## config.mk

```make
export PLATFORM = sky130hd
export DESIGN_NAME = autorange_capture_tachometer_core
export DESIGN_NICKNAME = d
export VERILOG_FILES = /design/src/rtl/act_pkg.sv /design/src/rtl/autorange_capture_tachometer_core.sv
export VERILOG_INCLUDE_DIRS = /design/src /design/src/rtl
export SDC_FILE = /design/constraint.sdc
export NUM_CORES = 1
export LEC_CHECK = 0
export ABC_AREA = 1
export BUFFER_PORTS_ARGS = -buffer_cell sky130_fd_sc_hd__buf_2
export CAP_MARGIN = 20
export CORE_AREA = 5 5 197 199
export CTS_CLUSTER_DIAMETER = 40
export DETAILED_ROUTE_END_ITERATION = 16
export DIE_AREA = 0 0 202 204
export PLACE_DENSITY = 0.56
export SYNTH_ARGS = -nofsm -noshare
export SYNTH_HDL_FRONTEND = slang
export SYNTH_SLANG_ARGS = --single-unit
```

## constraint.sdc

```tcl
create_clock -name clk -period 5.55 [get_ports clk]
set_input_delay 0.555 -clock clk [delete_from_list [all_inputs] [get_ports clk]]
set_output_delay 0.555 -clock clk [all_outputs]
set_load 0.03 [all_outputs]
```

## src/rtl/autorange_capture_tachometer_core_macros.svh

```systemverilog
// Assertion macros for the auto-ranging capture tachometer.
// Included by the core module, which checks its own sequencing; needs no package.
`ifndef AUTORANGE_CAPTURE_TACHOMETER_CORE_MACROS_SVH
`define AUTORANGE_CAPTURE_TACHOMETER_CORE_MACROS_SVH

// The consequent must hold in the same cycle as the antecedent.
`define ACT_ASSERT_SAME(label, clk, rst, ante, cons, msg) \
  label: assert property (@(posedge clk) disable iff (rst) (ante) |-> (cons)) \
    else $error(msg);

// The consequent must hold in the cycle after the antecedent.
`define ACT_ASSERT_NEXT(label, clk, rst, ante, cons, msg) \
  label: assert property (@(posedge clk) disable iff (rst) (ante) |=> (cons)) \
    else $error(msg);

`endif

```

## src/rtl/act_pkg.sv

```systemverilog
// Shared types and constants for the auto-ranging capture tachometer.
// Used by autorange_capture_tachometer_core and the testbench; depends on nothing else.
package act_pkg;

  // Timer ticks per microsecond (valid range 1 to 64).
  localparam int TICKS_PER_US = 16;
  localparam int TPU_SAFE     = (TICKS_PER_US > 0) ? TICKS_PER_US : 1;

  // Width of the shared divider; covers the speed numerator.
  localparam int DIV_W   = 25;
  localparam int DCNT_W  = $clog2(DIV_W);

  localparam int SPEED_NUM  = 30000000;
  localparam int US_PER_MS  = 1000;
  localparam int FINE_LIMIT = ((65535 / TPU_SAFE) * 2) / 3;
  localparam int MID_LIMIT  = ((8 * 65535 / TPU_SAFE) * 2) / 3;

  // Prescaler settings.
  typedef logic [6:0] prescale_t;
  localparam prescale_t PRESCALE_COARSE = 7'd64;
  localparam prescale_t PRESCALE_MID    = 7'd8;
  localparam prescale_t PRESCALE_FINE   = 7'd1;

  // Request codes.
  localparam logic [1:0] REQ_CAPTURE = 2'd0;
  localparam logic [1:0] REQ_START   = 2'd1;
  localparam logic [1:0] REQ_STOP    = 2'd2;

  typedef struct packed {
    logic [1:0]  req_type;
    logic [15:0] capture_count;
  } req_t;

  typedef struct packed {
    logic [24:0] speed;
    logic [31:0] elapsed_ms;
    logic        zero_interval;
  } rslt_t;

endpackage

```

## src/rtl/autorange_capture_tachometer_core.sv

```systemverilog
// Auto-ranging capture tachometer: request sequencer, shared serial divider
// and result register. Depends on act_pkg and the assertion macro header.
//
// Start, stop and capture requests arrive as transactions on req. A measuring
// capture is accepted, then takes three passes of a single restoring
// divider that yields one quotient bit per cycle over 25 bits (count times
// prescaler over ticks per microsecond, half-turn time over 1000, and
// 30000000 over the half-turn time; the last is skipped for a zero time),
// then loads the result register. Start, stop, discarded captures and unused
// codes finish in the accepting cycle. The request side stalls while a
// capture is in the divider or while its result waits for a full result
// register; the result register itself holds one result until the receiver
// takes it. There is no clearing pass after reset.
`include "autorange_capture_tachometer_core_macros.svh"

module autorange_capture_tachometer_core
  import act_pkg::*;
(
  input  logic  clk,
  input  logic  rst,
  input  logic  req_valid,
  output logic  req_stall,
  input  req_t  req,
  output logic  rslt_valid,
  input  logic  rslt_stall,
  output rslt_t rslt
);

  // Sequencer state codes.
  localparam logic [2:0] ST_IDLE  = 3'd0;
  localparam logic [2:0] ST_SCALE = 3'd1;
  localparam logic [2:0] ST_MS    = 3'd2;
  localparam logic [2:0] ST_SPEED = 3'd3;
  localparam logic [2:0] ST_SEND  = 3'd4;

  logic [2:0]        state;
  prescale_t         active_prescale;
  prescale_t         pending_prescale;
  logic [31:0]       elapsed_total;
  logic              first_pending;
  logic              stopped;
  logic [DIV_W-1:0]  half_us;
  logic [24:0]       speed;
  logic              zero_flag;

  // Shared divider registers: dividend shifts into the quotient.
  logic [DIV_W-1:0]  dvd;
  logic [DIV_W-1:0]  dsr;
  logic [DIV_W-1:0]  rem;
  logic [DCNT_W-1:0] dcnt;

  logic [DIV_W:0]    trial;
  logic              take;
  logic [DIV_W-1:0]  rem_next;
  logic [DIV_W-1:0]  dvd_next;
  logic              div_last;
  logic [22:0]       product;
  logic              req_acc;

  assign req_stall = (state != ST_IDLE);
  assign req_acc   = req_valid && !req_stall;

  // Scaled tick count for the first division.
  assign product = 23'(req.capture_count) * 23'(active_prescale);

  // One restoring division step per cycle.
  always_comb begin
    trial    = {rem, dvd[DIV_W-1]};
    take     = (trial >= {1'b0, dsr});
    rem_next = take ? DIV_W'(trial - {1'b0, dsr}) : trial[DIV_W-1:0];
    dvd_next = {dvd[DIV_W-2:0], take};
    div_last = (dcnt == DCNT_W'(DIV_W - 1));
  end

  // Sequencer, state update and divider control.
  always_ff @(posedge clk) begin
    if (rst) begin
      state            <= ST_IDLE;
      active_prescale  <= PRESCALE_COARSE;
      pending_prescale <= PRESCALE_COARSE;
      elapsed_total    <= '0;
      first_pending    <= 1'b1;
      stopped          <= 1'b1;
      rslt_valid       <= 1'b0;
      dcnt             <= '0;
    end else begin
      // A taken result is dropped here; the send state reloads it itself.
      if (rslt_valid && !rslt_stall && state != ST_SEND) begin
        rslt_valid <= 1'b0;
      end
      case (state)
        ST_IDLE: begin
          if (req_acc) begin
            case (req.req_type)
              REQ_START: begin
                stopped <= 1'b0;
              end
              REQ_STOP: begin
                stopped          <= 1'b1;
                first_pending    <= 1'b1;
                elapsed_total    <= '0;
                active_prescale  <= PRESCALE_COARSE;
                pending_prescale <= PRESCALE_COARSE;
              end
              REQ_CAPTURE: begin
                active_prescale <= pending_prescale;
                if (first_pending || stopped) begin
                  first_pending <= 1'b0;
                end else begin
                  dvd   <= {2'b00, product};
                  dsr   <= DIV_W'(TPU_SAFE);
                  rem   <= '0;
                  dcnt  <= '0;
                  state <= ST_SCALE;
                end
              end
              default: begin
              end
            endcase
          end
        end
        ST_SCALE: begin
          if (div_last) begin
            half_us <= dvd_next;
            // Range the prescaler from the half-turn time.
            if (active_prescale > PRESCALE_FINE && dvd_next < DIV_W'(FINE_LIMIT)) begin
              pending_prescale <= PRESCALE_FINE;
            end else if (active_prescale > PRESCALE_MID &&
                         dvd_next < DIV_W'(MID_LIMIT)) begin
              pending_prescale <= PRESCALE_MID;
            end
            dvd   <= dvd_next;
            dsr   <= DIV_W'(US_PER_MS);
            rem   <= '0;
            dcnt  <= '0;
            state <= ST_MS;
          end else begin
            dvd  <= dvd_next;
            rem  <= rem_next;
            dcnt <= dcnt + DCNT_W'(1);
          end
        end
        ST_MS: begin
          if (div_last) begin
            elapsed_total <= elapsed_total + {{(32 - DIV_W){1'b0}}, dvd_next};
            rem  <= '0;
            dcnt <= '0;
            if (half_us == '0) begin
              speed     <= '0;
              zero_flag <= 1'b1;
              state     <= ST_SEND;
            end else begin
              dvd       <= DIV_W'(SPEED_NUM);
              dsr       <= half_us;
              zero_flag <= 1'b0;
              state     <= ST_SPEED;
            end
          end else begin
            dvd  <= dvd_next;
            rem  <= rem_next;
            dcnt <= dcnt + DCNT_W'(1);
          end
        end
        ST_SPEED: begin
          if (div_last) begin
            speed <= dvd_next;
            dcnt  <= '0;
            state <= ST_SEND;
          end else begin
            dvd  <= dvd_next;
            rem  <= rem_next;
            dcnt <= dcnt + DCNT_W'(1);
          end
        end
        ST_SEND: begin
          // Load the result register once it is free or being emptied.
          if (!rslt_valid || !rslt_stall) begin
            rslt.speed         <= speed;
            rslt.elapsed_ms    <= elapsed_total;
            rslt.zero_interval <= zero_flag;
            rslt_valid         <= 1'b1;
            state              <= ST_IDLE;
          end
        end
        default: begin
          state <= ST_IDLE;
        end
      endcase
    end
  end

  // Checks on the sequencer and the prescaler ranging.
  `ACT_ASSERT_SAME(a_prescale_legal, clk, rst, 1'b1,
    (active_prescale == PRESCALE_COARSE || active_prescale == PRESCALE_MID ||
     active_prescale == PRESCALE_FINE),
    "active prescaler left its legal set")
  `ACT_ASSERT_SAME(a_pending_not_coarser, clk, rst, 1'b1,
    (pending_prescale <= active_prescale),
    "pending prescaler is coarser than the active one")
  `ACT_ASSERT_SAME(a_zero_speed, clk, rst, rslt_valid && rslt.zero_interval,
    (rslt.speed == '0), "zero interval reported with nonzero speed")
  `ACT_ASSERT_NEXT(a_stop_clears, clk, rst, req_acc && req.req_type == REQ_STOP,
    (elapsed_total == '0 && active_prescale == PRESCALE_COARSE && stopped),
    "stop did not clear the measurement state")

endmodule

```

Yosys cells after proc, flatten, opt, wreduce, memory -nomap -nowiden

Cells that the tools add are included.

Register bits: 241
Word-level logic and storage cells: 145

Add/subtract/negate cells: 3
$mul: 1
$lt $le $gt $ge: 5
Equality and inequality tests: 22
Muxes and demuxes: 57
Bitwise logic cells: 1
Reduce and logical (&&, ||, !) cells: 39

Operator list:

| operator                                                                | count |
|---|---|
| 25-bit two-way mux                                                      | 21 |
| 25-bit case mux with 3 select lines                                     | 2 |
| 25-bit case mux with 4 select lines                                     | 1 |
| 32-bit two-way mux                                                      | 3 |
| 32-bit case mux with 2 select lines                                     | 1 |
| 25-bit case mux with 2 select lines                                     | 1 |
| 7-bit two-way mux                                                       | 5 |
| 32-bit by 25-bit adder with 32-bit output                               | 1 |
| 7-bit case mux with 2 select lines                                      | 2 |
| 26-bit by 25-bit greater-or-equal comparator with 1-bit output          | 1 |
| 25-bit zero test                                                        | 1 |
| 25-bit by 12-bit < comparator with 1-bit output (second input constant) | 1 |
| 25-bit by 15-bit < comparator with 1-bit output (second input constant) | 1 |
| 25-bit subtractor                                                       | 1 |
| 3-bit two-way mux                                                       | 8 |
| 16-bit by 7-bit multiplier with 23-bit output                           | 1 |
| 5-bit two-way mux                                                       | 4 |
| 2-bit != test (second input constant)                                   | 10 |
| 3-bit case mux with 5 select lines                                      | 1 |
| 3-bit AND reduction                                                     | 5 |
| 7-bit AND reduction                                                     | 2 |
| 4-bit AND reduction                                                     | 3 |
| 2-bit nonzero test                                                      | 6 |
| 5-bit case mux with 2 select lines                                      | 1 |
| other kinds (26)                                                        | 45 |

Logic depth before layout (Yosys ltp)

Gate-level depths: netlist (run 1).

Depth after elaboration: 7
Gate-level depth with buffers: 27
Gate-level depth less buffers: 26

Least setup slack after synthesis (run 1)

OpenSTA, ideal clock, no wires.

Path kind: input -> register
Start: in rst
End: reg rslt[0] in the netlist's numbering (enable)
Setup time: 475 ps
Arrival time: 3555 ps
Setup slack: 1520 ps
Stages on the path: 5
Path buffers: 2
Path through: clkbuf_1 > inv_1 > clkbuf_1 > nand2_1 > nor2_1

Longest elaborated chain between the ends: 2

RTL lines:

| item                          | RTL line                                | text |
|---|---|---|
| from (decl)                   | autorange_capture_tachometer_core.sv:20 | `input logic rst,` |
| 1-bit inverter (no line)      | --                                      |  |
| 3-bit AND reduction (no line) | --                                      |  |
| to (decl)                     | autorange_capture_tachometer_core.sv:26 | `output rslt_t rslt` |

Every way passes these cells.
A chain may end at the register's enable or synchronous reset.

Worst setup path after layout (run 1)

Start: reg dvd[24]
End: reg elapsed_total[14]

Longest elaborated chain between the ends: 4

RTL lines:

| item                                                           | RTL line                                 | text |
|---|---|---|
| from (decl)                                                    | autorange_capture_tachometer_core.sv:47  | `logic [DIV_W-1:0] dvd;` |
| from (signal assigned)                                         | autorange_capture_tachometer_core.sv:110 | `dvd <= {2'b00, product};` |
| from (signal assigned)                                         | autorange_capture_tachometer_core.sv:132 | `dvd <= dvd_next;` |
| from (signal assigned)                                         | autorange_capture_tachometer_core.sv:138 | `dvd <= dvd_next;` |
| 26-bit by 25-bit greater-or-equal comparator with 1-bit output | autorange_capture_tachometer_core.sv:69  | `take = (trial >= {1'b0, dsr});` |
| 32-bit by 25-bit adder with 32-bit output                      | autorange_capture_tachometer_core.sv:145 | `elapsed_total <= elapsed_total + {{(32 - DIV_W){1'b0}}, dvd_next};` |
| 32-bit two-way mux                                             | autorange_capture_tachometer_core.sv:144 | `if (div_last) begin` |
| 32-bit case mux with 2 select lines                            | autorange_capture_tachometer_core.sv:91  | `case (state)` |
| to (signal assigned)                                           | autorange_capture_tachometer_core.sv:145 |  |
| to (decl)                                                      | autorange_capture_tachometer_core.sv:39  | `logic [31:0] elapsed_total;` |

Every way passes these cells. The select of a mux whose other input is x is not followed.

==> results_dict.tcl, run 1 <==
set metrics [dict create \
    status "completed" \
    vias 12810 \
    die_h_um 204 \
    place.port_buffers 81 \
    synth.area.top_cells "edfxtp_1, nand2_1, inv_1" \
    synth_ff_type "edfxtp_1" \
    relSlewSlack_pct 28.83 \
    cts_buffer_depth 3 \
    hp-class "input port to flip-flop" \
    finalCriticalPeriod_ps 3801 \
    p_leak_nw 8.846 \
    ios 82 \
    path_class "flip-flop to flip-flop" \
    synth_top_area_share_pct 36.33 \
    cts_resized 0 \
    synth_nets 2173 \
    fp.dieArea_sq_mm 0.04121 \
    worstPathMaxFanout 7 \
    cp.arrival_ps 4210 \
    viasPerCell 4.852 \
    clk_pin_slew_worst_paths_ps 60 \
    yosysSeqAreaShare_pct 42.78 \
    critPathRequiredTime_ps 5950 \
    first_iter_violations 807 \
    syn_inst 2032 \
    async_reset_ff_share_pct 0 \
    dp_slack_ps 1792 \
    routedWlPerCell_um 15.92 \
    start_util_pct 41.06 \
    p_per_area_mw_per_mm2 258.8 \
    placed_area_sq_mm 0.01613 \
    post_cts_buffers 0 \
    dp.cells 2564 \
    worst_pin_slew_ps 1064 \
    hpwl_mm 32.36 \
    htreeDepth 2 \
    core_sq_mm 0.03704 \
    grt_pass1_wl_mm 66.52 \
    synth_edf_count 184 \
    finalInstanceArea_sq_mm 0.01755 \
    antenna_found_initial 0 \
    clk_latency_ps 550 \
    numClockSinks 233 \
    rrSetupSlack_ps 1750 \
    postCtsHoldBufs 0 \
    yosys-top-cells-count "nand2_1, inv_1, nor2_1" \
    crit_path_end_kind "flip-flop" \
    final_cells 2641 \
    yosysTopAreaCell "edfxtp_1" \
    setup_slack_ps 1749 \
    globalplace.congestion 0.9126 \
    max_clock_freq_mhz 263.1 \
    ys_seq_elements 233 \
    cp-start-kind "flip-flop" \
    grt_pass1_vias 12490 \
    grt-ovfl-total 0 \
    syn2layout_area_growth_pct 15.38 \
    fin_crit_sh_pct 68.49 \
    final_net_count 2275 \
    syn-cell-area_sq_mm 0.01521 \
    drive_above_1_share_pct 9.368 \
    cts_root_buffer "clkbuf_16" \
    drc 0 \
    cts_buffers 41 \
    grt_max_degree 59 \
    drt_pass1_iterations 5 \
    dieWidth_um 202 \
    antennaDiodeCount 0 \
    grt_setup_unrepaired "no" \
    ant_nets 0 \
    maxSlewViolCount 0 \
    row_count 71 \
    ys.warnings.count 0 \
    track_usage_pct 20.25 \
    skew_ps 21.86 \
    hold_violations 0 \
    tns_ps 0 \
    tritoncts "done" \
    setup_viol 0 \
    cap_viol_max_count 0 \
    avgSynthCellArea_sq_um 7.485 \
    synth_cell_type_count 47 \
    synth_most_common_cell "nand2_1" \
    ir_worst_vdd_mv 0.2627 \
    drt-total-wl_mm 42.05 \
]
worst paths after layout:
check             startpoint                end  cells after the start
setup / recovery     dvd[24]  elapsed_total[14]                     23
hold reg to reg     speed[6]           rslt[39]                      0
setup reg to reg     dvd[24]  elapsed_total[14]                     23
hold / removal    rslt_stall         rslt_valid                      3
kinds of logic after synthesis:
kind of cell | share of synthesized area (%)
simple gates | 27.73
buf+inv | 11.46
flops | 42.78
compound gates | 6.836
fa+ha+maj | 10.33
xor+xnor | 0.8637
registers in the layout (all words and copies together) (netlist names):
name              cells
active_prescale       3
dcnt                  5
dsr                  25
dvd                  25
elapsed_total        32
first_pending         1
half_us              25
pending_prescale      3
rem                  25
rslt                 58
rslt_valid            1
speed                25
state                 3
stopped               1
zero_flag             1
layout by cell type, fill, tap and decap left out, types with 12 or more instances in the layout:
master	instances
nand2_1	618
inv_1	408
nor2_1	222
edfxtp_1	184
ha_1	108
a21oi_1	103
nand3_1	100
buf_2	81
dfxtp_1	49
o21ai_0	46
clkbuf_16	43
nand4_1	28
nor3_1	18
o21bai_1	15
inv_6	12
stage by stage:
step / utilization [%] / hold WS (ps) / power, W
2_1_floorplan: - / 400.3 / 0.001986
3_3_place_gp: 43.53 / 402.2 / 0.002026
3_5_place_dp: 43.53 / 404.5 / 0.002027
4_1_cts: 47.32 / 336.8 / 0.004593
5_1_grt: 47.37 / 358.0 / 0.004699
6_report: 47.37 / 351.0 / 0.004541
worst max-delay path, stage by stage, from the launching register on:
cell and delay (ps):
edfxtp_1 380, inv_1 70, ha_1 130, inv_1 90
fa_1 440, nand2_1 80, nand3_1 90, nand3_1 90
nand2_1 130, nand2_1 90, nand2_1 110, nand2_4 140
nand3_4 120, ha_1 270, fa_1 440, nand2_1 100
nand2_1 90, nand3_1 80, nand2_1 120, nand2_1 100
nand2_1 80, or2_2 280, nand3_1 80, a21oi_1 70
cell type report:
type                            instances  area, sq um
Timing Repair Buffer                   91        493.0
Inverter                              419         1575
Clock inverter                         27        274.0
Sequential cell                       233         6506
Multi-Input combinational cell       1348         6979
Fill cell                            3736        19490
Tap cell                              474        593.1
Clock buffer                           49         1129
power by group:
group	switching (W)	internal, W	leakage, nW
clock	0.000927	0.00162	0.701
sequential	0.00000418	0.00187	2.02
combinational	0.0000821	0.0000397	6.13
total	0.00101	0.00353	8.85
per-layer routing:
| metal | vias to the layer above | wire length (um) | track usage [%] | part of all wire [%] |
|---|---|---|---|---|
| met1 | 5880 | 19330 | 26.81 | 46 |
| met2 | 253 | 19740 | 34.19 | 47 |
| li1 | 6612 | - | - | - |
| met5 | - | 0 | 0 | 0 |
| met4 | 0 | 1248 | 6.592 | 3.0 |
| met3 | 69 | 1737 | 3.174 | 4.1 |
(Power assumes the default switching activity.)
==> run 2: changes to the inputs <==
--- a/config.mk
+++ b/config.mk
@@ -13,7 +13,7 @@
 export CTS_CLUSTER_DIAMETER = 40
 export DETAILED_ROUTE_END_ITERATION = 16
 export DIE_AREA = 0 0 202 204
-export PLACE_DENSITY = 0.56
+export PLACE_DENSITY = 0.58
 export SYNTH_ARGS = -nofsm -noshare
 export SYNTH_HDL_FRONTEND = slang
 export SYNTH_SLANG_ARGS = --single-unit
==> constraint.sdc (replaced) <==
create_clock -name clk -period 3.25 [get_ports clk]
set_input_delay 0.325 -clock clk [delete_from_list [all_inputs] [get_ports clk]]
set_output_delay 0.325 -clock clk [all_outputs]
set_load 0.03 [all_outputs]
==> run 2 against run 1 <==
Die area unchanged. Via count rose by 2.0%. Setup slack got worse by 1600 ps. Cell area up 3.4%. Core utilization is 1.6 points higher. Critical path type unchanged. Critical endpoint unchanged. Largest power group unchanged.
==> results_dict.tcl, run 2 (synthesis results as in run 1) <==
set metrics [dict create \
    final_cells 2688 \
    die_h_um 204 \
    track_usage_pct 20.38 \
    first_iter_violations 868 \
    grt_pass1_vias 12760 \
    clk_pin_slew_worst_paths_ps 60 \
    start_util_pct 41.06 \
    critPathRequiredTime_ps 3640 \
    postCtsHoldBufs 0 \
    antenna_found_initial 0 \
    routedWlPerCell_um 15.84 \
    hold_violations 0 \
    critPathMaxStageDelay_ps 410 \
    tritoncts "done" \
    cp.arrival_ps 3480 \
    fin_crit_sh_pct 94.94 \
    grt-ovfl-total 0 \
    grt_max_degree 44 \
    final_common_cell "nand2_1" \
    final_core_utilization_pct 48.98 \
    grt.busiest_layer "met2" \
    row_count 71 \
    ant_nets 0 \
    drt_pass1_iterations 5 \
    hold_slack_ps 136.4 \
    reg.largest.list "rslt x58, elapsed_total x32" \
    crit_path_end_kind "flip-flop" \
    grt_pass1_wl_mm 67.21 \
    viasPerCell 4.864 \
    path_cells "ha_1, nand2_1, inv_1, a21oi_2, nand2_2, a21oi_4, nand3_4, ha_4, fa_2, nand2_2, nand2_2, nand3_2, nand2_2, nand2_1, nand2_2, or2_2, nand3_1, a21oi_1" \
    met2_usage_pct 35.13 \
    cp.buffers_inverters 1 \
    numClockSinks 233 \
    crit_top_cell "nand2_2" \
    cap_viol_max_count 0 \
    ir_worst_vdd_mv 0.3050 \
    finalCriticalPeriod_ps 3086 \
    drt-total-wl_mm 42.58 \
    syn2layout_area_growth_pct 19.30 \
    core_sq_mm 0.03704 \
    hpwl_mm 33.24 \
    final_net_count 2326 \
    cts_buffers 38 \
    globalplace.congestion 0.9161 \
    worstPathMaxFanout 4 \
    maxSlewViolCount 0 \
    hp-class "input port to flip-flop" \
    globalRouteMet1Util_pct 26.65 \
    dieWidth_um 202 \
    path_class "flip-flop to flip-flop" \
    p_leak_nw 9.089 \
    p_per_area_mw_per_mm2 422.2 \
    clk_latency_ps 530 \
    ios 82 \
    tns_ps 0 \
    status "completed" \
    setup_viol 0 \
    place.port_buffers 81 \
    vias 13070 \
    largest_register "rslt" \
    met3_usage_pct 2.888 \
    largest_reg_flops 58 \
    cts_buffer_depth 3 \
    relSlewSlack_pct 48.02 \
    skew_ps 14.61 \
    fp.dieArea_sq_mm 0.04121 \
    drive_above_1_share_pct 13.46 \
    cp_top_family "simple AND/OR/NAND/NOR gates" \
    dp.cells 2618 \
    layout_common_cells "nand2_1, inv_1, nor2_1" \
    cts_root_buffer "clkbuf_16" \
    drc 0 \
    max_clock_freq_mhz 324.1 \
    worst_pin_slew_ps 778.8 \
    fillers 3682 \
    cp-start-kind "flip-flop" \
    htreeDepth 2 \
    antennaDiodeCount 0 \
    critical-path-slowest-cell "edfxtp_1" \
]
-- run 2: cell types whose count changed in the layout (fill, tap and decap cells not counted), moves of 5 or more --
cell / delta
a21oi_1: -8
a21oi_2: +8
buf_4: +54
clkinv_2: -6
clkinv_8: +5
ha_1: -8
ha_4: +7
nand2_1: -12
nand2_2: +12
nand3_1: -8
nand3_2: +8
-- run 2: metrics by stage --
step	power, W	area, sq um	setup slack [ps]
2_1_floorplan	0.003393	15250	-5.517
3_3_place_gp	0.003479	16590	-133.4
5_1_grt	0.007923	18140	-19.94
4_1_cts	0.007737	17950	17.23
6_report	0.007661	18140	164.4
3_5_place_dp	0.003480	16590	-112.9
-- run 2: area by class of cell --
type	count	area, sq um	share of cell area (%)
Tap cell	474	593.1	3.269
Sequential cell	233	6514	35.90
Timing Repair Buffer	145	898.4	4.951
Inverter	419	1575	8.682
Clock inverter	26	349.1	1.924
Multi-Input combinational cell	1348	7204	39.70
Clock buffer	43	1011	5.572
-- run 2: path summary, 6_finish.rpt --
kind,from,end,slack (ps),cells past startpoint
setup / recovery,rem[16],elapsed_total[14],160,18
hold reg to reg,speed[24],rslt[57],400,0
setup reg to reg,rem[16],elapsed_total[14],160,18
hold / removal,rslt_stall,rslt_valid,140,3
-- run 2: where the power goes --
part / switching, W / total (W) / internal, W
clock: 0.00159 / 0.00423 / 0.00264
sequential: 0.00000595 / 0.00319 / 0.00318
combinational: 0.000150 / 0.000240 / 0.0000896
total: 0.00174 / 0.00766 / 0.00592
-- run 2: worst register-to-register path, delay by kind of cell, from the launching register on --
family / cells / cell delay [ps]
AOI/OAI and AO/OA: 3 / 460
adders and majority gates: 3 / 870
buffers and inverters: 1 / 70
DFF: 1 / 410
and+or+nand+nor: 11 / 1150
-- run 2: metal layers --
| metal | vias up | routed length [um] |
|---|---|---|
| met1 | 6048 | 19170 |
| met4 | 0 | 1269 |
| met2 | 250 | 20410 |
| met3 | 64 | 1733 |
| li1 | 6712 | - |
| met5 | - | 0 |
-- run 2: timing repair --
item,in CTS,in global routing
pin swaps,0,5
gates resized for setup,3,43
setup buffers,0,1
endpoints found under the setup margin,13,29
